**config.mk**
```make
export PLATFORM = sky130hd
export DESIGN_NAME = nested_argument_splitter_top
export DESIGN_NICKNAME = d
export VERILOG_FILES = /design/src/rtl/nas_pkg.sv /design/src/rtl/nas_front.sv /design/src/rtl/nas_queue.sv /design/src/rtl/nas_back.sv /design/src/rtl/nested_argument_splitter_top.sv
export SDC_FILE = /design/constraint.sdc
export NUM_CORES = 1
export LEC_CHECK = 0
export ABC_AREA = 1
export BUFFER_PORTS_ARGS = -buffer_cell sky130_fd_sc_hd__buf_2
export CAP_MARGIN = 30
export CORE_UTILIZATION = 56
export CTS_CLUSTER_SIZE = 20
export DETAILED_ROUTE_END_ITERATION = 8
export PLACE_DENSITY = 0.74
export SLEW_MARGIN = 10
export SYNTH_ARGS = -nofsm -noshare
export SYNTH_HDL_FRONTEND = slang
export SYNTH_SLANG_ARGS = --single-unit
export TNS_END_PERCENT = 30
```
**constraint.sdc**
```tcl
create_clock -name clk_i -period 3.95 [get_ports clk_i]
set_clock_uncertainty 0.2 [all_clocks]
set_input_delay 0.5925 -clock clk_i [delete_from_list [all_inputs] [get_ports clk_i]]
set_output_delay 0.5925 -clock clk_i [all_outputs]
set_load 0.03 [all_outputs]
```
**src/rtl/nas_pkg.sv**
```systemverilog
package nas_pkg;

  typedef logic [7:0] byte_t;

  typedef enum logic [1:0] {
    KIND_BYTE      = 2'd0,
    KIND_SPACES    = 2'd1,
    KIND_FIELD_END = 2'd2,
    KIND_LINE_END  = 2'd3
  } kind_e;

  typedef enum logic {
    OP_CHAR = 1'b0,
    OP_END  = 1'b1
  } op_e;

  typedef struct packed {
    op_e   op;
    byte_t ch;
  } in_t;

  typedef struct packed {
    kind_e       kind;
    byte_t       out_byte;
    logic [8:0]  space_count;
    logic [3:0]  field_index;
    logic [4:0]  field_total;
    logic        last;
  } out_t;

  // One accepted character or end marker, worth one or two results.
  typedef struct packed {
    logic two;
    out_t first;
    out_t second;
  } cmd_t;

  localparam byte_t CH_COMMA     = 8'h2C;
  localparam byte_t CH_QUOTE     = 8'h22;
  localparam byte_t CH_BACKSLASH = 8'h5C;
  localparam byte_t CH_SPACE     = 8'h20;
  localparam byte_t CH_LPAREN    = 8'h28;
  localparam byte_t CH_RPAREN    = 8'h29;
  localparam byte_t CH_LBRACE    = 8'h7B;
  localparam byte_t CH_RBRACE    = 8'h7D;
  localparam byte_t CH_LBRACKET  = 8'h5B;
  localparam byte_t CH_RBRACKET  = 8'h5D;

  localparam int unsigned DEPTH_W = 12;
  localparam logic signed [DEPTH_W-1:0] DEPTH_MAX = 12'sd2047;
  localparam logic signed [DEPTH_W-1:0] DEPTH_MIN = -12'sd2048;

  localparam int unsigned QUEUE_DEPTH = 4;
  localparam int unsigned QPTR_W      = $clog2(QUEUE_DEPTH);
  localparam int unsigned QCNT_W      = $clog2(QUEUE_DEPTH + 1);

endpackage

```
**src/rtl/nas_front.sv**
```systemverilog
module nas_front import nas_pkg::*; #(
  parameter int unsigned MAX_FIELDS      = 16,
  parameter int unsigned MAX_FIELD_BYTES = 511
) (
  input  logic clk_i,
  input  logic rst_ni,
  input  logic in_valid_i,
  output logic in_ready_o,
  input  in_t  in_data_i,
  input  logic queue_full_i,
  output logic push_o,
  output cmd_t cmd_o
);

  localparam int unsigned FW = $clog2(MAX_FIELDS + 1);
  localparam int unsigned LW = $clog2(MAX_FIELD_BYTES + 1);

  logic                        in_quote_q, in_quote_d;
  logic signed [DEPTH_W-1:0]   depth_q, depth_d;
  logic                        prev_bs_q, prev_bs_d;
  logic                        begun_q, begun_d;
  logic [LW-1:0]               len_q, len_d;
  logic [LW-1:0]               held_q, held_d;
  logic [FW-1:0]               done_q, done_d;

  function automatic out_t mk_result(input kind_e kind, input byte_t b,
                                     input logic [8:0] cnt, input logic [3:0] idx,
                                     input logic [4:0] tot, input logic lst);
    out_t r;
    r.kind        = kind;
    r.out_byte    = b;
    r.space_count = cnt;
    r.field_index = idx;
    r.field_total = tot;
    r.last        = lst;
    return r;
  endfunction

  assign in_ready_o = !queue_full_i;

  always_comb begin
    logic        quote;
    logic        is_open;
    logic        is_close;
    logic        sep;
    logic [LW:0] used;
    byte_t       c;
    logic [3:0]  idx;

    in_quote_d = in_quote_q;
    depth_d    = depth_q;
    prev_bs_d  = prev_bs_q;
    begun_d    = begun_q;
    len_d      = len_q;
    held_d     = held_q;
    done_d     = done_q;
    push_o     = 1'b0;
    cmd_o      = '0;

    c        = in_data_i.ch;
    idx      = 4'(done_q);
    quote    = (c == CH_QUOTE) && !prev_bs_q;
    is_open  = (c == CH_LPAREN) || (c == CH_LBRACE) || (c == CH_LBRACKET);
    is_close = (c == CH_RPAREN) || (c == CH_RBRACE) || (c == CH_RBRACKET);
    sep      = 1'b0;
    used     = {1'b0, len_q} + {1'b0, held_q};

    if (in_valid_i && in_ready_o) begin
      if (in_data_i.op == OP_END) begin
        push_o = 1'b1;
        if ((done_q < FW'(MAX_FIELDS)) && (len_q != '0)) begin
          cmd_o.two    = 1'b1;
          cmd_o.first  = mk_result(KIND_FIELD_END, '0, '0, idx, '0, 1'b0);
          cmd_o.second = mk_result(KIND_LINE_END, '0, '0, '0, 5'(done_q + 1'b1), 1'b1);
        end else begin
          cmd_o.second = mk_result(KIND_LINE_END, '0, '0, '0, 5'(done_q), 1'b1);
        end
        in_quote_d = 1'b0;
        depth_d    = '0;
        prev_bs_d  = 1'b0;
        begun_d    = 1'b0;
        len_d      = '0;
        held_d     = '0;
        done_d     = '0;
      end else if (done_q < FW'(MAX_FIELDS)) begin
        prev_bs_d = (c == CH_BACKSLASH);
        priority if (quote) begin
          in_quote_d = !in_quote_q;
        end else if (!in_quote_q && is_open) begin
          if (depth_q != DEPTH_MAX) depth_d = depth_q + 1'b1;
        end else if (!in_quote_q && is_close) begin
          if (depth_q != DEPTH_MIN) depth_d = depth_q - 1'b1;
        end else if (!in_quote_q && (depth_q == '0) && (c == CH_COMMA)) begin
          sep = 1'b1;
        end else begin
        end

        if (sep) begin
          push_o       = 1'b1;
          cmd_o.two    = (held_q != '0);
          cmd_o.first  = mk_result(KIND_SPACES, '0, 9'(held_q), idx, '0, 1'b0);
          cmd_o.second = mk_result(KIND_FIELD_END, '0, '0, idx, '0, 1'b1);
          done_d       = done_q + 1'b1;
          begun_d      = 1'b0;
          len_d        = '0;
          held_d       = '0;
        end else if (begun_q || (c != CH_SPACE)) begin
          begun_d = 1'b1;
          if (used < (LW + 1)'(MAX_FIELD_BYTES)) begin
            if (c == CH_SPACE) begin
              held_d = held_q + 1'b1;
            end else begin
              push_o       = 1'b1;
              cmd_o.two    = (held_q != '0);
              cmd_o.first  = mk_result(KIND_SPACES, '0, 9'(held_q), idx, '0, 1'b0);
              cmd_o.second = mk_result(KIND_BYTE, c, '0, idx, '0, 1'b1);
              len_d        = LW'(used + 1'b1);
              held_d       = '0;
            end
          end
        end
      end
    end
  end

  always_ff @(posedge clk_i or negedge rst_ni) begin
    if (!rst_ni) begin
      in_quote_q <= 1'b0;
      depth_q    <= '0;
      prev_bs_q  <= 1'b0;
      begun_q    <= 1'b0;
      len_q      <= '0;
      held_q     <= '0;
      done_q     <= '0;
    end else begin
      in_quote_q <= in_quote_d;
      depth_q    <= depth_d;
      prev_bs_q  <= prev_bs_d;
      begun_q    <= begun_d;
      len_q      <= len_d;
      held_q     <= held_d;
      done_q     <= done_d;
    end
  end

endmodule

```
**src/rtl/nas_queue.sv**
```systemverilog
module nas_queue import nas_pkg::*; (
  input  logic clk_i,
  input  logic rst_ni,
  input  logic push_i,
  input  cmd_t cmd_i,
  output logic full_o,
  input  logic pop_i,
  output logic head_valid_o,
  output cmd_t head_o
);

  cmd_t              mem_q [QUEUE_DEPTH];
  logic [QPTR_W-1:0] wr_q, wr_d;
  logic [QPTR_W-1:0] rd_q, rd_d;
  logic [QCNT_W-1:0] cnt_q, cnt_d;

  assign full_o       = (cnt_q == QCNT_W'(QUEUE_DEPTH));
  assign head_valid_o = (cnt_q != '0);
  assign head_o       = mem_q[rd_q];

  always_comb begin
    wr_d  = push_i ? wr_q + 1'b1 : wr_q;
    rd_d  = pop_i ? rd_q + 1'b1 : rd_q;
    cnt_d = cnt_q + QCNT_W'(push_i) - QCNT_W'(pop_i);
  end

  always_ff @(posedge clk_i) begin
    if (push_i) begin
      mem_q[wr_q] <= cmd_i;
    end
  end

  always_ff @(posedge clk_i or negedge rst_ni) begin
    if (!rst_ni) begin
      wr_q  <= '0;
      rd_q  <= '0;
      cnt_q <= '0;
    end else begin
      wr_q  <= wr_d;
      rd_q  <= rd_d;
      cnt_q <= cnt_d;
    end
  end

endmodule

```
**src/rtl/nas_back.sv**
```systemverilog
module nas_back import nas_pkg::*; (
  input  logic clk_i,
  input  logic rst_ni,
  input  logic head_valid_i,
  input  cmd_t head_i,
  output logic pop_o,
  output logic out_valid_o,
  input  logic out_ready_i,
  output out_t out_data_o
);

  logic out_valid_q, out_valid_d;
  out_t out_q, out_d;
  logic phase_q, phase_d;
  logic load;

  assign load        = !out_valid_q || out_ready_i;
  assign out_valid_o = out_valid_q;
  assign out_data_o  = out_q;

  always_comb begin
    out_valid_d = out_valid_q;
    out_d       = out_q;
    phase_d     = phase_q;
    pop_o       = 1'b0;
    if (load) begin
      out_valid_d = head_valid_i;
      if (head_valid_i) begin
        if (head_i.two && !phase_q) begin
          out_d   = head_i.first;
          phase_d = 1'b1;
        end else begin
          out_d   = head_i.second;
          phase_d = 1'b0;
          pop_o   = 1'b1;
        end
      end
    end
  end

  always_ff @(posedge clk_i) begin
    out_q <= out_d;
  end

  always_ff @(posedge clk_i or negedge rst_ni) begin
    if (!rst_ni) begin
      out_valid_q <= 1'b0;
      phase_q     <= 1'b0;
    end else begin
      out_valid_q <= out_valid_d;
      phase_q     <= phase_d;
    end
  end

endmodule

```
**src/rtl/nested_argument_splitter_top.sv**
```systemverilog
// Splits a character stream into comma separated fields, honoring double quotes and
// bracket nesting. One character transaction is taken per cycle while the four entry
// command queue between the classifier and the output stage has room, and one result
// transaction leaves per cycle while out_ready_i is high; two results of one character
// leave the single output register one after the other, which sets the sustained rate.
// Each command is stored in the queue and then loaded into the output register.
module nested_argument_splitter_top import nas_pkg::*; #(
  parameter int unsigned MAX_FIELDS      = 16,
  parameter int unsigned MAX_FIELD_BYTES = 511
) (
  input  logic clk_i,
  input  logic rst_ni,
  input  logic in_valid_i,
  output logic in_ready_o,
  input  in_t  in_data_i,
  output logic out_valid_o,
  input  logic out_ready_i,
  output out_t out_data_o
);

  logic push;
  cmd_t cmd;
  logic full;
  logic pop;
  logic head_valid;
  cmd_t head;

  nas_front #(
    .MAX_FIELDS      (MAX_FIELDS),
    .MAX_FIELD_BYTES (MAX_FIELD_BYTES)
  ) u_front (
    .clk_i        (clk_i),
    .rst_ni       (rst_ni),
    .in_valid_i   (in_valid_i),
    .in_ready_o   (in_ready_o),
    .in_data_i    (in_data_i),
    .queue_full_i (full),
    .push_o       (push),
    .cmd_o        (cmd)
  );

  nas_queue u_queue (
    .clk_i        (clk_i),
    .rst_ni       (rst_ni),
    .push_i       (push),
    .cmd_i        (cmd),
    .full_o       (full),
    .pop_i        (pop),
    .head_valid_o (head_valid),
    .head_o       (head)
  );

  nas_back u_back (
    .clk_i        (clk_i),
    .rst_ni       (rst_ni),
    .head_valid_i (head_valid),
    .head_i       (head),
    .pop_o        (pop),
    .out_valid_o  (out_valid_o),
    .out_ready_i  (out_ready_i),
    .out_data_o   (out_data_o)
  );

  a_pop_needs_entry: assert property (@(posedge clk_i) disable iff (!rst_ni)
    pop |-> head_valid)
    else $error("queue popped while empty");

  a_push_not_full: assert property (@(posedge clk_i) disable iff (!rst_ni)
    push |-> !full)
    else $error("queue pushed while full");

  a_spaces_not_last: assert property (@(posedge clk_i) disable iff (!rst_ni)
    (out_valid_o && (out_data_o.kind == KIND_SPACES)) |-> !out_data_o.last)
    else $error("space run closed a transaction");

  a_line_end_last: assert property (@(posedge clk_i) disable iff (!rst_ni)
    (out_valid_o && (out_data_o.kind == KIND_LINE_END)) |-> out_data_o.last)
    else $error("end of line not marked last");

endmodule
```
-- Yosys cells after proc, flatten, opt, wreduce, memory -nomap -nowiden
Memories as Yosys holds them, arrays and structs flattened.
Cells that the tools add are included.
- register bits: 76
- bits in latches: 0
- memory bits (writable): 236
- ROM bits: 0
- input port bits: 13
- output and inout bits: 31
- logic and storage cells: 147
- memories: 1
- memories (name ; depth ; bits a word ; rd ports ; clocked after memory_dff ; wr ports ; RTL line ; RTL):
    u_queue.mem_q ; 4 ; 59 ; 1 ; 0 ; 1 ; nas_queue.sv:12 ; cmd_t mem_q [QUEUE_DEPTH];
- add/subtract/negate cells: 10
- multipliers: 0
- divide/modulo/power cells: 0
- $lt $le $gt $ge: 2
- equality and inequality tests: 17
- shift operators: 0
- mux-type cells: 61
- bitwise logic cells: 0
- reduce and logical (&&, ||, !) cells: 38
- operators with widths (kind ; number):
    59-bit 2-to-1 mux ; 7
    9-bit 2-to-1 mux ; 12
    12-bit 2-to-1 mux ; 7
    8-bit by 6-bit == test with 1-bit output (second input constant) ; 5
    8-bit by 7-bit == test with 1-bit output (second input constant) ; 5
    30-bit 2-to-1 mux ; 1
    1-bit 2-to-1 mux ; 29
    29-bit 2-to-1 mux ; 1
    12-bit inequality test (second input constant) ; 2
    9-bit by 1-bit adder with 9-bit output (second input constant) ; 2
    9-bit nonzero test ; 2
    5-bit 2-to-1 mux ; 3
    3-bit nonzero test ; 5
    12-bit by 1-bit adder with 12-bit output (second input constant) ; 1
    12-bit logical NOT ; 1
    12-bit by 1-bit subtractor with 12-bit output (second input constant) ; 1
    9-bit by 9-bit adder with 10-bit output ; 1
    10-bit by 9-bit less-than comparator with 1-bit output (second input constant) ; 1
    3-bit AND reduction ; 3
    1-bit logical AND ; 8
    8-bit by 6-bit inequality test with 1-bit output (second input constant) ; 1
    1-bit logical OR ; 6
    6-bit 2-to-1 mux ; 1
    6-bit AND reduction ; 1
    other kinds (14) ; 22

-- Depth between registers and ports, before layout
Gate-level depths: netlist of the first run.
- word-level depth: 16
- mapped depth: 19
- depth with buffers taken out: 18

-- Modules after synthesis
Synthesis of the first run repeated with hierarchy kept, for this count alone.
- cells, all modules: 1659
- area, all modules: 15447.3 sq um
- by module, submodules not included (module ; times used ; cells an instance ; area each (sq um) ; seq. area each (sq um)):
    nas_queue ; 1 ; 971 ; 10256.1 ; 7262.0
    nas_front ; 1 ; 552 ; 3847.4 ; 950.9
    nas_back ; 1 ; 136 ; 1343.8 ; 920.9

-- Least setup slack after synthesis of the first run
No wires, ideal clock.
- path type: register -> register
- start point: reg u_front.held_q[0]
- end point: mem u_queue.mem_q[0][0] (netlist bit) (enable)
- library setup time: 0.430 ns
- arrival time: 3.610 ns
- path slack: -0.290 ns
- stages on the path, launching flop included: 14
- buffers on the path: 1
- path through: dfrtp_1 ha_1 fa_1 ha_1 inv_1 nor2_4 nand3_2 nor2_4 nand3_4 nand2_8 nand2_8 nand3_4 buf_6 nor2_1
- word-level cells in the longest chain between the ends: 10
- ends and longest elaborated chain (element ; RTL line ; RTL):
    start, declared ; nas_front.sv:23 ; logic [LW-1:0] held_q, held_d;
    start signal, assigned ; nas_front.sv:141 ; held_q <= held_d;
    9-bit by 9-bit adder with 10-bit output ; nas_front.sv:66 ; used = {1'b0, len_q} + {1'b0, held_q};
    10-bit by 9-bit less-than comparator with 1-bit output ; nas_front.sv:109 ; if (used < (LW + 1)'(MAX_FIELD_BYTES)) begin
    1-bit 2-to-1 mux ; nas_front.sv:109 ;
    1-bit 2-to-1 mux ; nas_front.sv:107 ; end else if (begun_q || (c != CH_SPACE)) begin
    1-bit 2-to-1 mux ; nas_front.sv:98 ; if (sep) begin
    1-bit 2-to-1 mux ; nas_front.sv:85 ; end else if (done_q < FW'(MAX_FIELDS)) begin
    1-bit 2-to-1 mux ; nas_front.sv:69 ; if (in_data_i.op == OP_END) begin
    1-bit 2-to-1 mux ; nas_front.sv:68 ; if (in_valid_i && in_ready_o) begin
    1-bit 2-to-1 mux ; nas_queue.sv:28 ; if (push_i) begin
    1-bit 2-to-1 mux (implied by the code) ; nas_queue.sv:29 ; mem_q[wr_q] <= cmd_i;
    end, declared ; nas_queue.sv:12 ;
Every way passes these cells.

-- Final worst setup path of the first run
- start point: reg u_front.held_q[0]
- end point: reg u_queue.cnt_q[1]
- word-level cells in the longest chain between the ends: 10
- ends and longest elaborated chain (element ; RTL line ; RTL):
    9-bit by 9-bit adder with 10-bit output ; nas_front.sv:66 ;
    10-bit by 9-bit less-than comparator with 1-bit output ; nas_front.sv:109 ;
    1-bit 2-to-1 mux ; nas_front.sv:109 ;
    1-bit 2-to-1 mux ; nas_front.sv:107 ;
    1-bit 2-to-1 mux ; nas_front.sv:98 ;
    1-bit 2-to-1 mux ; nas_front.sv:85 ;
    1-bit 2-to-1 mux ; nas_front.sv:69 ;
    1-bit 2-to-1 mux ; nas_front.sv:68 ;
    via push ; nested_argument_splitter_top.sv:21 ; logic push;
    3-bit by 1-bit adder with 3-bit output ; nas_queue.sv:24 ; cnt_d = cnt_q + QCNT_W'(push_i) - QCNT_W'(pop_i);
    3-bit by 1-bit subtractor with 3-bit output ; nas_queue.sv:24 ;
    via u_queue.cnt_d[1] ; nas_queue.sv:15 ; logic [QCNT_W-1:0] cnt_q, cnt_d;
    end signal, assigned ; nas_queue.sv:41 ; cnt_q <= cnt_d;
    end, declared ; nas_queue.sv:15 ;
The timed path passes the listed nets, and every way through them passes these cells.
A chain may end at the register's enable or synchronous reset.

==> impl_results.md, run 1 <==
* Core Area at 0.0183 sq mm
* Gp weighted congestion at 0.888
* Proportion of layout cells with a drive suffix above 1 at 12.7%
* FF+latch area at 0.00637 sq mm
* Horiz. Die Dim at 140 microns
* Top cells by area, synth: edfxtp_1 (49%), dfrtp_1 (11%), nor2_1 (6.5%), nand2_1 (5.2%), o21ai_0 (4.2%)
* Least-Margin Pin Slew at 0.656 ns
* Min-delay worst type: input pin to flop
* Slowest cell on the critical path: fa_1
* Critical-path cell list: ha_1 -> fa_1 -> ha_1 -> inv_1 -> nor2_4 -> nand3_2 -> nor2_4 -> nand3_4 -> nand2_8 -> nand2_8 -> nand3_4 -> inv_1 -> ha_1 -> inv_1 -> fa_1 -> inv_1
* XOR/XNOR Fraction of Synth Area at 1.74%
* Simple-gate share of the synthesized area at 19.7%
* Crit share post-route at 88.8%
* Fmax at 0.285 GHz
* Hold Startpoint: out_ready_i
* Antenna-violating nets left at 0
* CTS Buffer Depth at 3
* Post-synthesis compound-gate area fraction at 8.86%
* CTS sink count at 220
* Post-Syn Nets at 1,080
* First-pass GRT wire length at 36.1 mm
* Final setup vio count at 0
* Inst Count DP at 1,288
* LEAKAGE at 4.89 nW
* Reg2reg start: u_front.held_q[0]
* CTS tree: yes
* Area Growth Syn to Fin at 12.0%
* Worst vdd ir at 0.416 mV
* Die Height at 140 microns
* Worst Setup Slack, final at 0.443 ns
* Crit path top cell by count: inv_1
* Post-Synth Adder-Cell Area at 4.11%
* Post-synthesis register bit count at 220
* Total wire length at 21.8 mm
* Number of synthesized flops with an enable pin at 173
* WP buf/inv at 4
* Hold depth at 2
* Routed len/inst at 16.4 microns
* Synth async-reset ratio at 21.4%
* Mean post-synth cell area at 10.2 sq um
* Via count at 7,411
* DR iter-0 viols at 665
* Die area at 0.0195 sq mm
* Max-slew violation count at 0
* Post-Place Cell Area at 0.0111 sq mm
* Crit. path cell count at 16
* Area of the multi-input gates at 0.00368 sq mm
* Maximum Capacitance Violations at 0
* Post_cts resized at 0
* CP Capture Type: flop
* Ys flop type: edfxtp_1
* Antenna violations before repair at 0
* Crit Path Category: flop to flop
* FILL cells at 1,411
* Initial core utilization at 58.0%
* Status: finished, final reports clean
* Dominant cell type by area after synthesis: edfxtp_1
* # port buffers at 43
* Clock buffer count from CTS at 23
* Ports at 44
* Most common cell after layout, fill and taps aside: nor2_1
* Startpoint types: flop
* Largest net degree at the start of global routing at 59
* Worst Setup Slack post-DPL at 0.458 ns
* RSZ-0062 raised after global routing: no
* Clock Pin Slew Worst Setup and Hold Paths at 0.06 ns
* Vias in the first global route at 7,199
* Yosys Warn Count at 0
* Total Power at 8.64 mW
* GRT Util Overall at 23.4%
* Multiplexer area fraction after synthesis at 0%
* Vias per std cell at 5.57
* Final instance area at 0.0119 sq mm
* Power Dens Cells at 729 mW/mm^2
* Crit Path Max Fanout at 20
* Reg-to-reg setup timing slack at 0.44 ns
* Max H-tree Level at 1
* Clock Latency Late Sink at 0.49 ns
* Sequential area share after synthesis at 60.2%
* Dpl hpwl at 14.2 mm
* Root buf cell: clkbuf_16
* Worst setup startpoint: u_front.held_q[0]
* N_diodes at 0
* Worst path required time at 4.18 ns
* Std cell rows at 49
* Post-synth cell types at 46
* Max stage delay on crit path at 0.53 ns
* Gr ovfl total at 0
* DRC errors left at 0
* Syn Inst Count at 1,034
* Fin. Hold Viols at 0
* Arr. time, crit path at 3.74 ns
* Mapped Area at 0.0106 sq mm
* Most frequent cells in the layout: nor2_1 (179), edfxtp_1 (173), nand2_1 (146)
* Fin crit period at 3.51 ns
* Main combinational cell family by area after synthesis: simple AND/OR/NAND/NOR gates
* DR pass1 iterations at 5
* # nets final at 1,131
* CP delay by family, top: adder cells
* Fin cells at 1,330
* Worst Reg2Reg Path Length in Cells at 16
* Share of the synthesized area in the top cell type at 49.1%
* Max_slew headroom at 56.0%
[report_power, final]
group	leakage, nW	internal, mW	switching (mW)
combinational	2.26	0.872	2.06
clock	0.368	1.30	0.828
sequential	2.26	3.34	0.248
[cell type report]
class / count / share of cell area (%)
clock buffers: 34 / 5.63
clock inverters: 7 / 0.760
inverters: 100 / 3.19
multi-input cells: 677 / 31.0
flip-flops and latches: 220 / 53.8
well taps: 229 / 2.42
repair buffers: 63 / 3.21
[logic make-up after synthesis]
family	after synthesis
xor gates and xnor gates	21
adders and majority gates	33
DFF	220
AOI/OAI and AO/OA	164
and+or+nand+nor	459
buffers and inverters	137
[stage by stage]
step	utilization (%)	setup TNS (ns)	hold WS (ns)
2_1_floorplan	-	-41.72	0.0969
6_report	64.9	0	0.102
5_1_grt	64.9	0	0.136
3_3_place_gp	60.7	0	0.299
3_5_place_dp	60.7	0	0.304
4_1_cts	64.9	0	0.0884
[final timing paths]
check / end
hold / removal: u_back.out_valid_o
min in group asynchronous: u_front.depth_q[2]
max in group asynchronous: u_queue.rd_q[0]
hold reg to reg: u_front.begun_q
setup / recovery: u_queue.cnt_q[1]
setup reg to reg: u_queue.cnt_q[1]
[sequential cells by signal (all words and copies together) (netlist names)]
| register | count |
|---|---|
| u_front.held_q | 9 |
| u_front.len_q | 9 |
| u_back.out_valid_o | 1 |
| u_front.begun_q | 1 |
| u_front.depth_q | 12 |
| u_queue.mem_q | 144 |
| u_back.phase_q | 1 |
| u_back.out_data_o | 29 |
| u_queue.rd_q | 2 |
| u_queue.wr_q | 2 |
| u_queue.cnt_q | 3 |
| u_front.in_quote_q | 1 |
| u_front.done_q | 5 |
| u_front.prev_bs_q | 1 |
[Yosys cell counts, types with 2 or more instances]
library cell	count
fa_1	3
nor2_2	3
buf_4	2
inv_2	2
nand2_4	2
o21a_1	2
ha_1	30
a211oi_1	2
nor2_1	184
dfrtp_1	47
nand3b_1	2
buf_2	5
nand3_4	2
nor3_1	20
a21oi_1	27
a31oi_1	8
o22ai_1	22
nand2_2	3
nand3_1	46
nor4_1	2
o21ai_0	88
clkbuf_1	25
nor2_4	3
buf_6	3
xor2_1	13
o31ai_1	3
xnor2_1	8
nand3_2	4
nand4_2	2
nor3b_1	3
clkinv_1	3
o21ai_2	9
nand4_1	31
edfxtp_1	173
inv_1	94
nand2_8	3
nand2_1	146
[metal layers]
layer  GRT usage (%)  vias up  routed length [microns]
met1            31.4     3511                     9770
met4            7.25        0                      424
li1                -     3667                        -
met3            2.96       37                     1080
met5               0        -                        0
met2            39.8      196                    10600
[repair_timing]
action                    CTS  global route
hold endpoints to repair   24             0
hold buffers                1             0
buffers inserted            0             0
Note: power is estimated with default switching activity, not from simulation.
==> run 2: changes to the inputs <==
- CORE_UTILIZATION: 56 -> 55
- PLACE_DENSITY: 0.74 -> 0.73
==> run 2 against run 1 <==
Combinational power about the same. Critical path type unchanged. Highest routed layer unchanged. Power fell by 0.70%. Sequential power barely moved. Clock power is 3% lower. Routed wire length up 1.9%. Clock-buffer cell count is 5 lower.
==> impl_results.md, run 2 (synthesis results as in run 1) <==
* Crit Path Category: flop to flop
* Maximum Capacitance Violations at 0 (unchanged)
* DR pass1 iterations at 7 (+2)
* Antenna violations before repair at 0 (unchanged)
* WP buf/inv at 4 (unchanged)
* Max stage delay on crit path at 0.52 ns (about the same)
* Most common cell after layout, fill and taps aside: nor2_1
* Critical-path cell list: ha_1 -> fa_1 -> ha_1 -> inv_1 -> nor2_4 -> nand3_2 -> nor2_4 -> nand3_4 -> nand2_8 -> nand2_8 -> nand3_4 -> inv_1 -> ha_1 -> inv_1 -> fa_1 -> inv_1
* Final setup vio count at 0 (unchanged)
* RSZ-0062 raised after global routing: no
* Min-delay worst type: input pin to flop
* Core Area at 0.0188 sq mm (+2.7%)
* Dpl hpwl at 14.3 mm (+0.81%)
* Least-Margin Pin Slew at 0.830 ns (+0.173 ns)
* Fin crit period at 3.51 ns (+0.0000970 ns)
* Clock Pin Slew Worst Setup and Hold Paths at 0.06 ns (about the same)
* Proportion of layout cells with a drive suffix above 1 at 12.8% (+0.091 points)
* Post-Place Cell Area at 0.0111 sq mm (+0.10%)
* Arr. time, crit path at 3.74 ns (about the same)
* CTS Buffer Depth at 3 (unchanged)
* Post-CTS Setup Bufs at 0 (unchanged)
* WL met1 at 9.85 mm (+0.82%)
* Die Height at 141 microns (+0.89%)
* Power Dens Cells at 724 mW/mm^2 (-0.64%)
* N_diodes at 0 (unchanged)
* # nets final at 1,131 (unchanged)
* Slowest cell on the critical path: fa_1
* Post_cts resized at 0 (unchanged)
* Gr ovfl total at 0 (unchanged)
* Vias in the first global route at 7,267 (+0.94%)
* Gp weighted congestion at 0.831 (-6.4%)
* Std cell rows at 50 (+2.0%)
* Max_slew headroom at 44.5% (-12 points)
* Worst vdd ir at 0.417 mV (+0.37%)
* Status: finished, final reports clean
* Via count at 7,441 (+0.40%)
* Final instance area at 0.0118 sq mm (about the same)
* First-pass GRT wire length at 36.8 mm (+2.0%)
* Antenna-violating nets left at 0 (unchanged)
* Fmax at 0.285 GHz (about the same)
* Layout Utilization at 63.1% (-1.8 points)
* Routed wl met3 at 1.11 mm (+2.3%)
* Uppermost layer routed: met4
* Clock Latency Late Sink at 0.50 ns (about the same)
* CTS tree: yes
* DR iter-0 viols at 686 (+3.2%)
* Worst path required time at 4.18 ns (about the same)
* Reg with most FFs: u_queue.mem_q
* Clock buffer count from CTS at 23 (unchanged)
* Area of the multi-input gates at 0.00368 sq mm (unchanged)
* LEAKAGE at 4.89 nW (-0.15%)
* Most frequent cells in the layout: nor2_1 (179), edfxtp_1 (173), nand2_1 (146)
* Root buf cell: clkbuf_16
* Met2 wire length at 10.8 mm (+2.3%)
* FILL cells at 1,447 (+2.6%)
* Vias per std cell at 5.57 (about the same)
* # port buffers at 43 (unchanged)
* Total wire length at 22.3 mm (+1.9%)
* Crit Path Max Fanout at 20 (unchanged)
* Routed len/inst at 16.7 microns (+1.6%)
* Die area at 0.0198 sq mm (+1.8%)
* Crit share post-route at 88.8% (about the same)
* Max H-tree Level at 1 (unchanged)
* Fin. Hold Viols at 0 (unchanged)
* CTS sink count at 220 (unchanged)
* Horiz. Die Dim at 141 microns (+0.89%)
* Ports at 44 (unchanged)
* DRC errors left at 0 (unchanged)
* FF+latch area at 0.00637 sq mm (unchanged)
* Worst Hold Slack at 0.0933 ns (-0.00888 ns)
* Post-route setup TNS at 0 ns (unchanged)
* Area Growth Syn to Fin at 11.9% (about the same)
* Largest net degree at the start of global routing at 57 (-3.4%)
* CP Capture Type: flop
* Startpoint types: flop
* Hold-fix buffers, CTS at 0 (-1)
* CP delay by family, top: adder cells
* Total Power at 8.58 mW (-0.70%)
* Max-slew violation count at 0 (unchanged)
* Max reg flops at 144 (unchanged)
* GRT Util Overall at 23.6% (+0.16 points)
* Crit path top cell by count: inv_1
* Initial core utilization at 56.4% (-1.5 points)
[run 2: cell count changes in the layout (fill, tap and decap cells not counted)]
cell,before,now
clkinv_4,1,0
clkinv_2,2,4
bufinv_16,2,1
inv_6,0,4
buf_4,18,16
buf_12,1,3
clkinv_1,4,5
clkbuf_8,5,2
clkbuf_1,6,4
[run 2: path summary, 6_finish.rpt]
| path | startpoint | endpoint | slack [ns] | cells past startpoint |
|---|---|---|---|---|
| worst min register to register | u_back.phase_q | u_back.phase_q | 0.32 | 2 |
| worst max register to register | u_front.held_q[0] | u_queue.cnt_q[1] | 0.44 | 16 |
| min in group asynchronous | rst_ni | u_front.depth_q[10] | 0.31 | 2 |
| worst min-delay path | out_ready_i | u_back.out_valid_o | 0.09 | 2 |
| worst max-delay path | u_front.held_q[0] | u_queue.cnt_q[1] | 0.44 | 16 |
| max in group asynchronous | rst_ni | u_queue.rd_q[0] | 2.76 | 3 |
[run 2: worst register-to-register path, delay by kind of cell, from the launching register on]
| family | cells | cell delay [ns] |
|---|---|---|
| fa+ha+maj | 5 | 1.54 |
| simple gates | 7 | 0.98 |
| flops | 1 | 0.42 |
| buf+inv | 4 | 0.31 |
[run 2: cell type report]
cell class / count / share of cell area, %
inverter: 100 / 3.19
clock buffer: 29 / 5.22
clock inverter: 12 / 0.845
sequential: 220 / 53.8
multi-input combinational: 677 / 31.1
tap: 234 / 2.47
timing repair buffer: 63 / 3.42
[run 2: per-layer routing]
metal	vias up	GRT usage, %
met5	-	0
met4	0	6.81
met3	37	2.51
met2	206	39.8
met1	3541	32.5
li1	3657	-
[run 2: where the power goes]
| group | total (mW) | switching, mW | internal (mW) |
|---|---|---|---|
| sequential | 3.61 | 0.271 | 3.34 |
| combinational | 2.93 | 2.05 | 0.876 |
| clock | 2.05 | 0.862 | 1.18 |
| total | 8.58 | 3.18 | 5.40 |
[run 2: through the flow]
| stage | worst slack [ns] | instances |
|---|---|---|
| 2_1_floorplan | -0.290 | 1034 |
| 3_3_place_gp | 0.516 | 1292 |
| 3_5_place_dp | 0.367 | 1292 |
| 4_1_cts | 0.449 | 1333 |
| 5_1_grt | 0.198 | 1335 |
| 6_report | 0.443 | 1335 |
